### src/hdl/sspf_pkg.sv
// Shared constants and types for the servo status frame parser.
// No dependencies.
`timescale 1ns / 1ps

package sspf_pkg;

	localparam int FRAME_BYTES    = 8;
	localparam int POS_W          = $clog2(FRAME_BYTES);
	localparam int BYTE_W         = 8;
	localparam int WORD_W         = 2 * BYTE_W;

	localparam logic [BYTE_W-1:0] HEADER_MARK    = 8'hFF;
	localparam logic [POS_W-1:0]  FIRST_SUMMED   = POS_W'(2);
	localparam logic [POS_W-1:0]  PARAM_LOW_POS  = POS_W'(5);
	localparam logic [POS_W-1:0]  PARAM_HIGH_POS = POS_W'(6);
	localparam logic [POS_W-1:0]  LAST_POS       = POS_W'(FRAME_BYTES - 1);

	localparam logic STATUS_OK       = 1'b0;
	localparam logic STATUS_MISMATCH = 1'b1;

	typedef struct packed {
		logic                     fire;
		logic                     status;
		logic signed [WORD_W-1:0] word;
	} sspf_result_t;

endpackage

### src/hdl/sspf_frame_core.sv
// Frame position tracker, running checksum and parameter capture.
// Depends on sspf_pkg.
`timescale 1ns / 1ps

module sspf_frame_core (
	input  logic                         clk,
	input  logic                         arst_n,
	input  logic                         step,
	input  logic [sspf_pkg::BYTE_W-1:0]  rx_byte,
	output sspf_pkg::sspf_result_t       result
);
	import sspf_pkg::*;

	logic [POS_W-1:0]  pos_q;
	logic [BYTE_W-1:0] sum_q;
	logic [BYTE_W-1:0] plo_q;
	logic [BYTE_W-1:0] phi_q;

	logic              at_last;
	logic              mismatch;

	assign at_last  = (pos_q == LAST_POS);
	assign mismatch = (~sum_q != rx_byte);

	always_comb begin
		result.fire   = at_last;
		result.status = mismatch ? STATUS_MISMATCH : STATUS_OK;
		result.word   = mismatch ? '0 : $signed({phi_q, plo_q});
	end

	always_ff @(posedge clk or negedge arst_n) begin
		if (!arst_n) begin
			pos_q <= '0;
			sum_q <= '0;
			plo_q <= '0;
			phi_q <= '0;
		end else if (step) begin
			if (pos_q == '0) begin
				if (rx_byte == HEADER_MARK) begin
					sum_q <= '0;
					pos_q <= POS_W'(1);
				end
			end else if (at_last) begin
				pos_q <= '0;
			end else begin
				if (pos_q >= FIRST_SUMMED) begin
					sum_q <= sum_q + rx_byte;
					if (pos_q == PARAM_LOW_POS)
						plo_q <= rx_byte;
					else if (pos_q == PARAM_HIGH_POS)
						phi_q <= rx_byte;
				end
				pos_q <= pos_q + POS_W'(1);
			end
		end
	end

endmodule

### src/hdl/servo_status_frame_parser.sv
// Throughput: one byte per cycle, unless a checksum byte waits for the result register to be free.
// An input register and a result register part the two sides.
// Reset clears both valid flags and the frame position, sum and parameters.
// Top level of the servo status frame parser. Depends on sspf_pkg and sspf_frame_core.
`timescale 1ns / 1ps

module servo_status_frame_parser (
	input  logic        clk,
	input  logic        arst_n,
	input  logic        s_axis_tvalid,
	output logic        s_axis_tready,
	input  logic [7:0]  s_axis_tdata,   // [7:0] rx_byte
	output logic        m_axis_tvalid,
	input  logic        m_axis_tready,
	output logic [23:0] m_axis_tdata    // [0] frame_status, [16:1] word_value, [23:17] zero
);
	import sspf_pkg::*;

	logic              valid_s1;
	logic [BYTE_W-1:0] byte_s1;
	logic              out_free;
	logic              advance;
	sspf_result_t      res;

	logic              status_q;
	logic [WORD_W-1:0] word_q;

	assign out_free      = !m_axis_tvalid || m_axis_tready;
	assign advance       = valid_s1 && (!res.fire || out_free);
	assign s_axis_tready = !valid_s1 || advance;

	always_ff @(posedge clk or negedge arst_n) begin
		if (!arst_n) begin
			valid_s1 <= 1'b0;
		end else if (s_axis_tready) begin
			valid_s1 <= s_axis_tvalid;
		end
	end

	always_ff @(posedge clk) begin
		if (s_axis_tready && s_axis_tvalid)
			byte_s1 <= s_axis_tdata;
	end

	sspf_frame_core u_core (
		.clk     (clk),
		.arst_n  (arst_n),
		.step    (advance),
		.rx_byte (byte_s1),
		.result  (res)
	);

	always_ff @(posedge clk or negedge arst_n) begin
		if (!arst_n) begin
			m_axis_tvalid <= 1'b0;
		end else if (out_free) begin
			m_axis_tvalid <= advance && res.fire;
		end
	end

	always_ff @(posedge clk) begin
		if (out_free && advance && res.fire) begin
			status_q <= res.status;
			word_q   <= res.word;
		end
	end

	assign m_axis_tdata = {7'd0, word_q, status_q};

`ifndef SYNTHESIS
	a_no_overwrite: assert property (@(posedge clk) disable iff (!arst_n)
		valid_s1 && !advance |=> valid_s1 && $stable(byte_s1))
		else $error("input stage overwritten before processing");

	a_result_room: assert property (@(posedge clk) disable iff (!arst_n)
		advance && res.fire |-> out_free)
		else $error("result produced with output register occupied");

	a_mismatch_zero: assert property (@(posedge clk) disable iff (!arst_n)
		m_axis_tvalid && m_axis_tdata[0] |-> m_axis_tdata[16:1] == 16'd0)
		else $error("mismatch result carries a non-zero word");
`endif

endmodule

### config.mk
export PLATFORM = sky130hd
export DESIGN_NAME = servo_status_frame_parser
export DESIGN_NICKNAME = d
export VERILOG_FILES = /design/src/hdl/sspf_pkg.sv /design/src/hdl/sspf_frame_core.sv /design/src/hdl/servo_status_frame_parser.sv
export SDC_FILE = /design/constraint.sdc
export NUM_CORES = 1
export LEC_CHECK = 0
export ABC_CLOCK_PERIOD_IN_PS = 2200
export BUFFER_PORTS_ARGS = -buffer_cell sky130_fd_sc_hd__buf_2
export CORE_ASPECT_RATIO = 0.75
export CORE_MARGIN = 4
export CORE_UTILIZATION = 40
export DETAILED_ROUTE_END_ITERATION = 8
export PLACE_DENSITY_LB_ADDON = 0.08
export SLEW_MARGIN = 20
export SYNTH_ARGS = -nofsm -noshare
export SYNTH_HDL_FRONTEND = slang
export SYNTH_SLANG_ARGS = --single-unit
### constraint.sdc
create_clock -name clk -period 2.2 [get_ports clk]
set_input_delay 0.55 -clock clk [delete_from_list [all_inputs] [get_ports clk]]
set_output_delay 0.55 -clock clk [all_outputs]
set_load 0.05 [all_outputs]
# [Word-level counts from Yosys, hierarchy flattened]
# Cells that the tools add are included.
[word_totals] reg_bits=54 inputBits=12 output_inout_bits=26
[classes] add_sub_neg=2 n_lt_le_gt_ge=1 eq_ne=7 muxes=8 n_bitwise=4 reduce_logical=17
[ops] op="8-bit 2-to-1 mux" n=4
[ops] op="3-bit equality test, second input constant" n=3
[ops] op="3-bit 2-to-1 mux" n=3
[ops] op="8-bit adder" n=1
[ops] op="8-bit equality test, second input constant" n=1
[ops] op="8-bit != test" n=1
[ops] op="8-bit NOT" n=1
[ops] op="6-bit AND reduction" n=1
[ops] op="1-bit logical AND" n=5
[ops] op="5-bit AND reduction" n=1
[ops] op="2-bit != test, second input constant" n=2
[ops] op="4-bit AND reduction" n=1
[ops] op="3-bit by 1-bit adder with 3-bit output, second input constant" n=1
[ops] op="3-bit by 2-bit greater-or-equal comparator with 1-bit output, second input constant" n=1
[ops] op="1-bit logical NOT" n=3
[ops] op="3-bit logical NOT" n=1
[ops] op="1-bit logical OR" n=3
[ops] op="1-bit NOT" n=3
[ops] op="2-bit AND reduction" n=1
[ops] op="2-bit nonzero test" n=1
[ops] op="1-bit 2-to-1 mux" n=1

# [Longest topological paths before layout]
# Gate-level depths: netlist (run 1).
[logic_depth] depth_word=6 depth_mapped=8

# [Cells and area by module]
# From an unflattened synthesis (run 1), not the netlist that was laid out.
[hier_totals] cells_unflattened=199 area_unflattened_um2=2551.2
[modules_own_cells] module="sspf_frame_core" n_inst=1 cells_each=155 area_each_um2=1630.3
[modules_own_cells] module="servo_status_frame_parser" n_inst=1 cells_each=44 area_each_um2=920.9

# [Worst setup path before layout (run 1)]
# Ideal clock, no wire load.
[synth_path] kind="register to register" from="reg u_core.pos_q[0]" to="reg byte_s1[0] (enable)" setup_ps=279 arrival_ps=1758 t_required_ps=1921 path_slack_ps=163 stages_incl_launch_ff=5 path_buffers=0 path_cell_list="dfrtp_1 ha_1 ha_1 nand4_1 and2_1"
[synth_between] elab_chain_cells=6
[synth_lines] element="from (decl)" line="sspf_frame_core.sv:14" text="logic [POS_W-1:0] pos_q;"
[synth_lines] element="from (signal assigned)" line="sspf_frame_core.sv:53" text="pos_q <= pos_q + POS_W'(1);"
[synth_lines] element="3-bit equality test" line="sspf_frame_core.sv:22" text="assign at_last = (pos_q == LAST_POS);"
[synth_lines] element="1-bit logical NOT" line="servo_status_frame_parser.sv:29" text="assign advance = valid_s1 && (!res.fire || out_free);"
[synth_lines] element="1-bit logical OR" line="servo_status_frame_parser.sv:29"
[synth_lines] element="1-bit logical AND" line="servo_status_frame_parser.sv:29"
[synth_lines] element="1-bit logical OR" line="servo_status_frame_parser.sv:30" text="assign s_axis_tready = !valid_s1 || advance;"
[synth_lines] element="net s_axis_tready" line="servo_status_frame_parser.sv:11" text="output logic s_axis_tready,"
[synth_lines] element="1-bit logical AND" line="servo_status_frame_parser.sv:41" text="if (s_axis_tready && s_axis_tvalid)"
[synth_lines] element="to (signal assigned)" line="servo_status_frame_parser.sv:42" text="byte_s1 <= s_axis_tdata;"
[synth_lines] element="to (decl)" line="servo_status_frame_parser.sv:20" text="logic [BYTE_W-1:0] byte_s1;"
# The timed path passes the listed nets, and every way through them passes these cells.
# A chain may end at the register's enable or synchronous reset.

# [Worst setup path after layout (run 1)]
[layout_path] from="reg u_core.pos_q[0]" to="out s_axis_tready"
[layout_between] elab_chain_cells=5
[layout_lines] element="3-bit equality test" line="sspf_frame_core.sv:22"
[layout_lines] element="1-bit logical NOT" line="servo_status_frame_parser.sv:29"
[layout_lines] element="1-bit logical OR" line="servo_status_frame_parser.sv:29"
[layout_lines] element="1-bit logical AND" line="servo_status_frame_parser.sv:29"
[layout_lines] element="1-bit logical OR" line="servo_status_frame_parser.sv:30"
[layout_lines] element="to (decl)" line="servo_status_frame_parser.sv:11"
# No other way between the ends.

==> impl_results.md, run 1 <==
- Antenna violations before repair: 0
- Placement Rows: 24
- Die extent in y: 76.8 um
- Pin count of the biggest net entering global routing: 30
- Maxcap violations: 0
- Post-DP Area: 0.00279 mm^2
- Unique masters post-synth: 42
- Setup CP Type: reg -> out
- Slew @ Worst Pin: 0.693 ns
- Setup WS post-layout: 0.155 ns
- CP Launch Type: flip-flop
- Min cycle time layout: 2.05 ns
- Pins Over Slew Limit: 0
- Final nets: 258
- Crit-path cells: ha_1 > ha_2 > nand4_1 > buf_4
- CTS Root Cell: clkbuf_8
- 1st-iter DRT viols: 70
- Final Cell Area: 0.00288 mm^2
- Clock Skew: 0.00967 ns
- Die area: 0.00765 mm^2
- Detail Route Antenna Nets: 0
- RSZ-0062 raised after global routing: false
- Clock Sinks: 54
- P per Cell Area: 1150 mW/mm^2
- N_diodes: 0
- Fillers: 557
- CP arrival: 1.50 ns
- Ys async rst share: 53.7%
- Worst slack, placed: 0.141 ns
- Post-synthesis cell area: 0.00252 mm^2
- Yosys reg bits: 54
- Max_slew headroom: 53.8%
- Top cells by area, synth: edfxtp_1 (30%), dfrtp_1 (29%), ha_1 (6.0%)
- Ports: 38
- PostCTS Resize Cnt: 0
- Sequential area share after synthesis: 58.6%
- DR DRC count: 0
- Layout cells sized above 1: 31.2%
- Clk Latency, worst-skew pair: 0.31 ns
- Final hold vios: 0
- Final Power: 3.33 mW
- Critical path data required time: 1.65 ns
- Clk buf depth: 2
- Syn Area/Cell: 13.2 um^2
- Final wirelength: 4.93 mm
- Hold WC Path Type: in -> async
- Input/output buffers: 30
- 1st-pass router iterations: 4
- Number of vias per cell: 5.03
- Die X: 99.7 um
- Post-route setup TNS: 0 ns
- Hold_buf cts: 0
- Most used flip-flop cell after synthesis: dfrtp_1
- Status: complete, no violations
- Vias in the first global route: 1606
- Max Fclk: 0.489 GHz
- Post-CTS Setup Bufs: 0
- CP endpoint kind: output port
- Post-DP HPWL: 3.67 mm
- Final Cycle Share: 93.0%
- Crit path largest cell delay: 0.43 ns
- Routability congestion estimate: 0.832
- Final setup viols: 0
- Max FO, Critical Path: 6
- GR Overflow Total: 0
- Leakage: 1.21 nW
- Routed WL per cell: 15.8 um
- Total number of vias: 1570
- Post-synth EDFFs: 25
- TritonCTS Buffers: 5
- H-tree Lvls: 2
- Ys Warns: 0
- Max IR drop VDD: 404 uV
- Syn Inst Count: 191
- Synth-to-Final Area Change: 14.4%
- Top cell type's share of synthesized area: 29.8%
- Core area: 0.00595 mm^2
- Core Util, Final: 48.5%
- Global-route wire length before repair: 8.20 mm
- Global Route Usage Sum: 13.8%
- TritonCTS clock tree: built
- Clock slew at reported path FFs: 0.09 ns
- Critical-path top delay cell: dfrtp_1
- Initial Util: 42.4%
- Cell taking the most area after synthesis: edfxtp_1
[sequential cells by signal (all words and copies together) (netlist names), 3 cells and up]
signal        cells
u_core.plo_q      8
byte_s1           8
word_q           16
u_core.phi_q      8
u_core.pos_q      3
u_core.sum_q      8
[synth_stat cells (2+ instances only)]
| library cell | n |
|---|---|
| a21oi_2 | 2 |
| edfxtp_1 | 25 |
| a21oi_1 | 3 |
| inv_1 | 3 |
| nand4_1 | 4 |
| mux2_1 | 3 |
| nor3_1 | 2 |
| and2_1 | 19 |
| a21o_1 | 2 |
| nor2b_1 | 2 |
| ha_1 | 12 |
| o31ai_1 | 3 |
| a22o_1 | 2 |
| a211oi_1 | 2 |
| o21bai_1 | 2 |
| nand3_1 | 4 |
| nor2_1 | 3 |
| o21ai_0 | 9 |
| nor3_2 | 2 |
| buf_4 | 9 |
| nand2_1 | 10 |
| dfrtp_1 | 29 |
| o21ai_1 | 3 |
| xor2_1 | 2 |
| xnor2_1 | 3 |
| nand2b_1 | 2 |
| buf_2 | 2 |
| mux2_2 | 13 |
[power by group]
group / internal [mW] / switching, mW
logic: 0.556 / 0.720
clock network: 0.226 / 0.312
registers: 1.35 / 0.163
total: 2.13 / 1.20
[critical path, delay by kind of cell (launching register included)]
kind                     cells  cell delay (ns)
adder cells (fa/ha/maj)      2             0.42
flip-flops                   1             0.43
AND/OR/NAND/NOR              1             0.12
buffers and inverters        1             0.22
[through the flow]
| stage | hold slack [ns] | std cells |
|---|---|---|
| after floorplan | 0.254 | 197 |
| after global placement | 0.467 | 304 |
| after detailed placement | 0.475 | 304 |
| after CTS | 0.303 | 312 |
| after global routing | 0.332 | 312 |
| final | 0.278 | 312 |
[worst paths after layout]
kind                                  from         endpoint  slack [ns]  cells past startpoint
max in group asynchronous           arst_n  u_core.pos_q[1]        1.45                      1
setup reg to reg                byte_s1[0]  u_core.sum_q[6]        0.17                      7
setup / recovery           u_core.pos_q[0]    s_axis_tready        0.15                      4
min in group clk           s_axis_tdata[1]       byte_s1[1]        0.41                      1
hold / removal                      arst_n  u_core.pos_q[0]        0.28                      1
hold reg to reg            u_core.phi_q[3]  u_core.phi_q[3]        0.49                      1
[cells by family after synthesis]
logic type / share of synthesized area (%)
fa+ha+maj: 6.75
buf+inv: 3.67
simple gates: 13.0
flops: 58.6
xor+xnor: 1.74
mux: 7.15
compound gates: 9.03
other cells: 0.149
[area by class of cell]
type	instances	area [um^2]	area share, %
multi-input cells	128	982	34.1
clock inverters	1	7.51	0.260
well taps	78	97.6	3.38
inverters	4	15.0	0.521
flip-flops and latches	54	1480	51.2
clock buffers	7	76.3	2.65
repair buffers	40	228	7.90
[layout by cell type, fill, tap and decap left out, types with 4 or more instances in the layout]
cell / instances
edfxtp_1: 25
mux2_2: 13
nand4_1: 4
and2_1: 19
buf_4: 11
ha_1: 11
nand3_1: 4
dfrtp_1: 28
conb_1: 7
nand2_1: 10
clkbuf_8: 5
buf_2: 29
o21ai_0: 9
[per-layer routing]
layer	vias to the layer above	GRT usage, %	wire length (um)
met5	-	0	0
met4	0	2.05	27
met3	5	4.71	332
met2	50	20.7	2140
met1	762	19.7	2430
li1	753	-	-
Power figures use the tool's default switching activity.
==> run 2: changes to the inputs <==
--- a/config.mk
+++ b/config.mk
@@ -5,7 +5,7 @@
 export SDC_FILE = /design/constraint.sdc
 export NUM_CORES = 1
 export LEC_CHECK = 0
-export ABC_CLOCK_PERIOD_IN_PS = 2200
+export ABC_CLOCK_PERIOD_IN_PS = 1950
 export BUFFER_PORTS_ARGS = -buffer_cell sky130_fd_sc_hd__buf_2
 export CORE_ASPECT_RATIO = 0.75
 export CORE_MARGIN = 4
==> constraint.sdc (replaced) <==
create_clock -name clk -period 1.95 [get_ports clk]
set_input_delay 0.4875 -clock clk [delete_from_list [all_inputs] [get_ports clk]]
set_output_delay 0.4875 -clock clk [all_outputs]
set_load 0.05 [all_outputs]
==> impl_results.md, run 2 (synthesized netlist as in run 1, its figures left out) <==
- RSZ-0062 raised after global routing: true
- Layout Cells excl Fill: 326 (+4.5%)
- Crit path largest cell delay: 0.42 ns (about the same)
- Vias in the first global route: 1709 (+6.4%)
- Final nets: 272 (+5.4%)
- Max FFs per register: 16 (unchanged)
- Max IR drop VDD: 605 uV (+50%)
- DR DRC count: 0 (unchanged)
- Pin count of the biggest net entering global routing: 30 (unchanged)
- Final wirelength: 5.20 mm (+5.5%)
- Crit-path cells: ha_2 > fa_2 > a211oi_2 > o21bai_1 > a21oi_1 > xor2_1 > o21ai_0
- Sw Pwr: 1.43 mW (+19%)
- Top reg by flops: word_q
- Routability congestion estimate: 0.865 (+4.1%)
- Cells after DPL: 313 (+3.0%)
- Slack of the worst reg-to-reg path: 0.06 ns (-0.11 ns)
- Min cycle time layout: 1.89 ns
- Sequential Power Share: 42.3% (-3.2 points)
- CP arrival: 2.06 ns (+0.56 ns)
- Hold_buf cts: 0 (unchanged)
- Final Cycle Share: 97.1%
- Max_slew headroom: 54.9% (+1.1 points)
- TritonCTS clock tree: built
- Fillers: 538 (-3.4%)
- 1st-pass router iterations: 4 (unchanged)
- Die X: 99.7 um (unchanged)
- Synth-to-Final Area Change: 21.9%
- Final Power: 4.03 mW (+21%)
- Final setup viols: 0 (unchanged)
- Clk buf depth: 2 (unchanged)
- Layout cells sized above 1: 39.5% (+8.3 points)
- 1st-iter DRT viols: 67 (-4.3%)
- Most frequent cells in the layout: buf_2 (29), dfrtp_1 (29), edfxtp_1 (25), buf_4 (23), and2_1 (18)
- Setup CP Type: reg -> reg
- Gate power share: 42.0% (+3.7 points)
- Routed WL per cell: 16.0 um (+0.95%)
- CTS Root Cell: clkbuf_8
- Initial Util: 42.4% (unchanged)
- R2r endpoint: u_core.sum_q[6]
- FF-to-FF Start: byte_s1[0]
- TritonCTS Buffers: 5 (unchanged)
- Delay-heaviest family, CP: compound AO/OA/AOI/OAI gates
- Max Fclk: 0.528 GHz
- GR Overflow Total: 0 (unchanged)
- Max FO, Critical Path: 2 (-4)
- Pins Over Slew Limit: 0 (unchanged)
- Slew @ Worst Pin: 0.677 ns (-0.0163 ns)
- Switch share: 35.4% (-0.52 points)
- Final hold vios: 0 (unchanged)
- Clock slew at reported path FFs: 0.09 ns (about the same)
- Worst Path Buf+Inv: 0 (-1)
- Antenna violations before repair: 0 (unchanged)
- Placement Rows: 24 (unchanged)
- Clock power frac: 15.7% (-0.5 points)
- N_diodes: 0 (unchanged)
- Global Route Usage Sum: 14.7% (+0.91 points)
- Core area: 0.00595 mm^2 (unchanged)
- Post-DP HPWL: 3.86 mm (+5.0%)
- Status: complete, no violations
- CP Launch Type: flip-flop
- Clock Skew: 0.00510 ns (-0.00457 ns)
- Die extent in y: 76.8 um (unchanged)
- P per Cell Area: 1310 mW/mm^2 (+14%)
- Power Internal: 2.60 mW (+22%)
- CP endpoint kind: flip-flop
- H-tree Lvls: 2 (unchanged)
- Total number of vias: 1607 (+2.4%)
- Hold WC Path Type: in -> async
- FF-to-FF path depth: 7 (unchanged)
- Ports: 38 (unchanged)
- Global-route wire length before repair: 8.72 mm (+6.4%)
- Maxcap violations: 0 (unchanged)
- Clk Latency, worst-skew pair: 0.30 ns (about the same)
- Min Hold Slack: 0.219 ns (-0.0596 ns)
- Critical path data required time: 2.11 ns (+0.46 ns)
- Leakage: 1.29 nW (+6.8%)
- Clock Sinks: 54 (unchanged)
- Input/output buffers: 30 (unchanged)
- Post-route setup TNS: 0 ns (unchanged)
- Die area: 0.00765 mm^2 (unchanged)
- Detail Route Antenna Nets: 0 (unchanged)
- Critical-path top delay cell: edfxtp_1
- Number of vias per cell: 4.93 (-2.0%)
-- run 2: layer usage --
metal	vias to the layer above	part of all wire [%]	GRT usage (%)
li1	782	-	-
met1	783	48	20.5
met2	40	46	22.6
met3	2	5.5	4.90
met4	0	0.56	2.46
met5	-	0	0
-- run 2: metrics by stage --
step	setup WS (ns)	util (%)	instance area (um^2)
after floorplan	0.00935	-	2550
after global placement	0.00877	48.3	2870
after detailed placement	-0.0435	48.3	2870
after CTS	0.0196	50.3	2990
after global routing	-0.0172	51.7	3070
final	0.0565	51.7	3070
-- run 2: how the worst max path moves through the flow --
| stage | to | startpoint | cells after the start |
|---|---|---|---|
| floorplan | byte_s1[0] | u_core.pos_q[0] | 4 |
| global placement | u_core.sum_q[6] | byte_s1[0] | 7 |
| detailed placement | u_core.sum_q[6] | byte_s1[0] | 7 |
| CTS | s_axis_tready | u_core.pos_q[0] | 4 |
| global route | u_core.sum_q[6] | byte_s1[0] | 7 |
| finish | u_core.sum_q[6] | byte_s1[0] | 7 |
-- run 2: timing repair --
action / 4_1_cts / 5_1_grt
gates resized for setup: 5 / 11
buffers inserted: 1 / 4
pin swaps: 1 / 7
gates cloned: 0 / 0
endpoints found under the setup margin: 5 / 13
-- run 2: final cells by class --
class	instances	area [um^2]	area share, %
Inverter	4	15.0	0.489
Timing Repair Buffer	54	349	11.4
Clock inverter	2	12.5	0.407
Tap cell	78	97.6	3.18
Clock buffer	6	82.6	2.69
Multi-Input combinational cell	128	1040	33.8
Sequential cell	54	1480	48.0
-- run 2: power groups by stage --
stage / registers, mW / logic, mW / clock network (mW)
floorplan: 1.80 / 1.03 / 0
global placement: 1.71 / 1.49 / 0
detailed placement: 1.72 / 1.55 / 0
CTS: 1.70 / 1.57 / 0.660
global route: 1.75 / 1.87 / 0.727
finish: 1.70 / 1.69 / 0.633
==> run 3: changes to the inputs <==
--- a/config.mk
+++ b/config.mk
@@ -6,11 +6,11 @@
 export NUM_CORES = 1
 export LEC_CHECK = 0
 export ABC_CLOCK_PERIOD_IN_PS = 1950
-export BUFFER_PORTS_ARGS = -buffer_cell sky130_fd_sc_hd__buf_2
 export CORE_ASPECT_RATIO = 0.75
 export CORE_MARGIN = 4
 export CORE_UTILIZATION = 40
 export DETAILED_ROUTE_END_ITERATION = 8
+export DONT_BUFFER_PORTS = 1
 export PLACE_DENSITY_LB_ADDON = 0.08
 export SLEW_MARGIN = 20
 export SYNTH_ARGS = -nofsm -noshare
==> impl_results.md, run 3 (synthesized netlist as in run 1, its figures left out) <==
- Status: complete, no violations
- Clock Sinks: 54 (unchanged)
- Worst slack, placed: -0.0388 ns (+0.00469 ns)
- Critical path data required time: 2.12 ns (about the same)
- Die area: 0.00765 mm^2 (unchanged)
- Clk Latency, worst-skew pair: 0.30 ns (about the same)
- Detail Route Antenna Nets: 0 (unchanged)
- Layout cells sized above 1: 30.8% (-8.7 points)
- TritonCTS clock tree: built
- Pins Over Slew Limit: 0 (unchanged)
- Die extent in y: 76.8 um (unchanged)
- Global Route Usage Sum: 13.8% (-0.92 points)
- Switch share: 34.4% (-1.0 points)
- Number of vias per cell: 5.29 (+7.3%)
- 1st-iter DRT viols: 64 (-4.5%)
- Max Fclk: 0.530 GHz (+0.33%)
- DR DRC count: 0 (unchanged)
- Ports: 38 (unchanged)
- GR Overflow Total: 0 (unchanged)
- Total number of vias: 1581 (-1.6%)
- Most frequent cells in the layout: dfrtp_1 (29), edfxtp_1 (25), buf_4 (23), and2_1 (17), mux2_2 (13)
- Final nets: 245 (-9.9%)
- Final Cycle Share: 96.8% (-0.32 points)
- Post-route setup TNS: 0 ns (unchanged)
- CP Launch Type: flip-flop
- Post-DP HPWL: 3.75 mm (-2.8%)
- CP endpoint kind: flip-flop
- RSZ-0062 raised after global routing: true
- Crit path largest cell delay: 0.42 ns (about the same)
- Input/output buffers: 0 (-100%)
- Footprint of the multi-input gates: 0.00102 mm^2 (-1.7%)
- Top reg by flops: word_q
- Delay-heaviest family, CP: compound AO/OA/AOI/OAI gates
- Placement Rows: 24 (unchanged)
- Routability congestion estimate: 0.862 (-0.35%)
- Maxcap violations: 0 (unchanged)
- Max FO, Critical Path: 2 (unchanged)
- Pin count of the biggest net entering global routing: 30 (unchanged)
- Synth-to-Final Area Change: 17.2%
- Max FFs per register: 16 (unchanged)
- Min cycle time layout: 1.89 ns (-0.00622 ns)
- Clock Skew: 0.00433 ns (-0.000765 ns)
- N_diodes: 0 (unchanged)
- Clock power frac: 18.0% (+2.3 points)
- 1st-pass router iterations: 4 (unchanged)
- Max IR drop VDD: 619 uV (+2.3%)
- Sw Pwr: 1.39 mW (-2.2%)
- Global-route wire length before repair: 8.17 mm (-6.3%)
- Slack of the worst reg-to-reg path: 0.06 ns (about the same)
- CTS Root Cell: clkbuf_8
- TritonCTS Buffers: 5 (unchanged)
- Commonest non-fill, non-tap cell in the layout: dfrtp_1
- Final setup viols: 0 (unchanged)
- Critical-path top delay cell: edfxtp_1
- Final wirelength: 5.03 mm (-3.2%)
- Core area: 0.00595 mm^2 (unchanged)
- Final Power: 4.06 mW (+0.68%)
- Power Internal: 2.66 mW (+2.3%)
- Final Cell Area: 0.00295 mm^2 (-3.9%)
- Post-DP Area: 0.00274 mm^2 (-4.4%)
- Final hold vios: 0 (unchanged)
- Fillers: 520 (-3.3%)
- Hold WC Path Type: in -> reg
- Sequential Power Share: 44.8% (+2.5 points)
- Leakage: 1.21 nW (-6.6%)
- Clk buf depth: 2 (unchanged)
- P per Cell Area: 1370 mW/mm^2 (+4.7%)
- Clock slew at reported path FFs: 0.09 ns (about the same)
- Routed WL per cell: 16.8 um (+5.5%)
- Initial Util: 42.4% (unchanged)
- Gate power share: 37.2% (-4.8 points)
- Setup CP Type: reg -> reg
- Setup WS post-layout: 0.0628 ns (+0.00622 ns)
- Vias in the first global route: 1528 (-11%)
- H-tree Lvls: 2 (unchanged)
- CP arrival: 2.06 ns (about the same)
- Crit-path cells: ha_2 > fa_2 > a211oi_2 > o21bai_1 > a21oi_2 > xor2_1 > o21ai_0
- Worst Path Buf+Inv: 0 (unchanged)
- Die X: 99.7 um (unchanged)
- Seq. cell area: 0.00148 mm^2 (unchanged)
- Antenna violations before repair: 0 (unchanged)
==> run 3: final timing paths <==
check | from | endpoint | depth (start not counted)
worst max-delay path | byte_s1[0] | u_core.sum_q[6] | 7
worst min-delay path | s_axis_tdata[3] | byte_s1[3] | 0
worst max register to register | byte_s1[0] | u_core.sum_q[6] | 7
worst min register to register | u_core.sum_q[6] | u_core.sum_q[6] | 2
max in group asynchronous | arst_n | u_core.sum_q[0] | 2
min in group asynchronous | arst_n | u_core.phi_q[4] | 2
==> run 3: through the flow <==
step,utilization [%],instances,hold slack (ns)
floorplan,-,197,0.192
global placement,46.1,286,0.193
detailed placement,46.1,286,0.193
CTS,48.7,295,0.00109
global route,49.7,299,0.249
finish,49.7,299,0.276
==> run 3: power by group through the flow <==
stage | clock (mW) | combinational, mW | sequential [mW]
6_report | 0.730 | 1.51 | 1.82
2_1_floorplan | 0 | 1.03 | 1.80
5_1_grt | 0.816 | 1.67 | 1.86
4_1_cts | 0.757 | 1.45 | 1.81
3_3_place_gp | 0 | 1.36 | 1.82
3_5_place_dp | 0 | 1.40 | 1.83
==> run 3: layout make-up <==
type	instances	share of cell area, %
clock inverter	3	1.36
inverter	4	0.508
timing repair buffer	27	7.92
tap	78	3.30
sequential	54	50.0
multi-input combinational	128	34.6
clock buffer	5	2.33
==> run 3: worst register-to-register path, cell delays in order (launching register included) <==
cell,delay [ns]
edfxtp_1,0.42
ha_2,0.21
fa_2,0.36
a211oi_2,0.26
o21bai_1,0.13
a21oi_2,0.15
xor2_1,0.15
o21ai_0,0.08
==> run 3: what timing repair did <==
action	CTS	global route
resized for setup	4	8
pin swaps	1	4
hold endpoints to repair	29	20
setup buffers	0	3
setup endpoints to repair	8	15
hold buffers	1	1
==> run 3: routing by layer <==
layer,wire (um),track usage [%],vias to the layer above
met5,0,0,-
li1,-,-,731
met2,2240,20.2,63
met4,42,2.86,0
met3,341,4.35,5
met1,2410,19.9,782
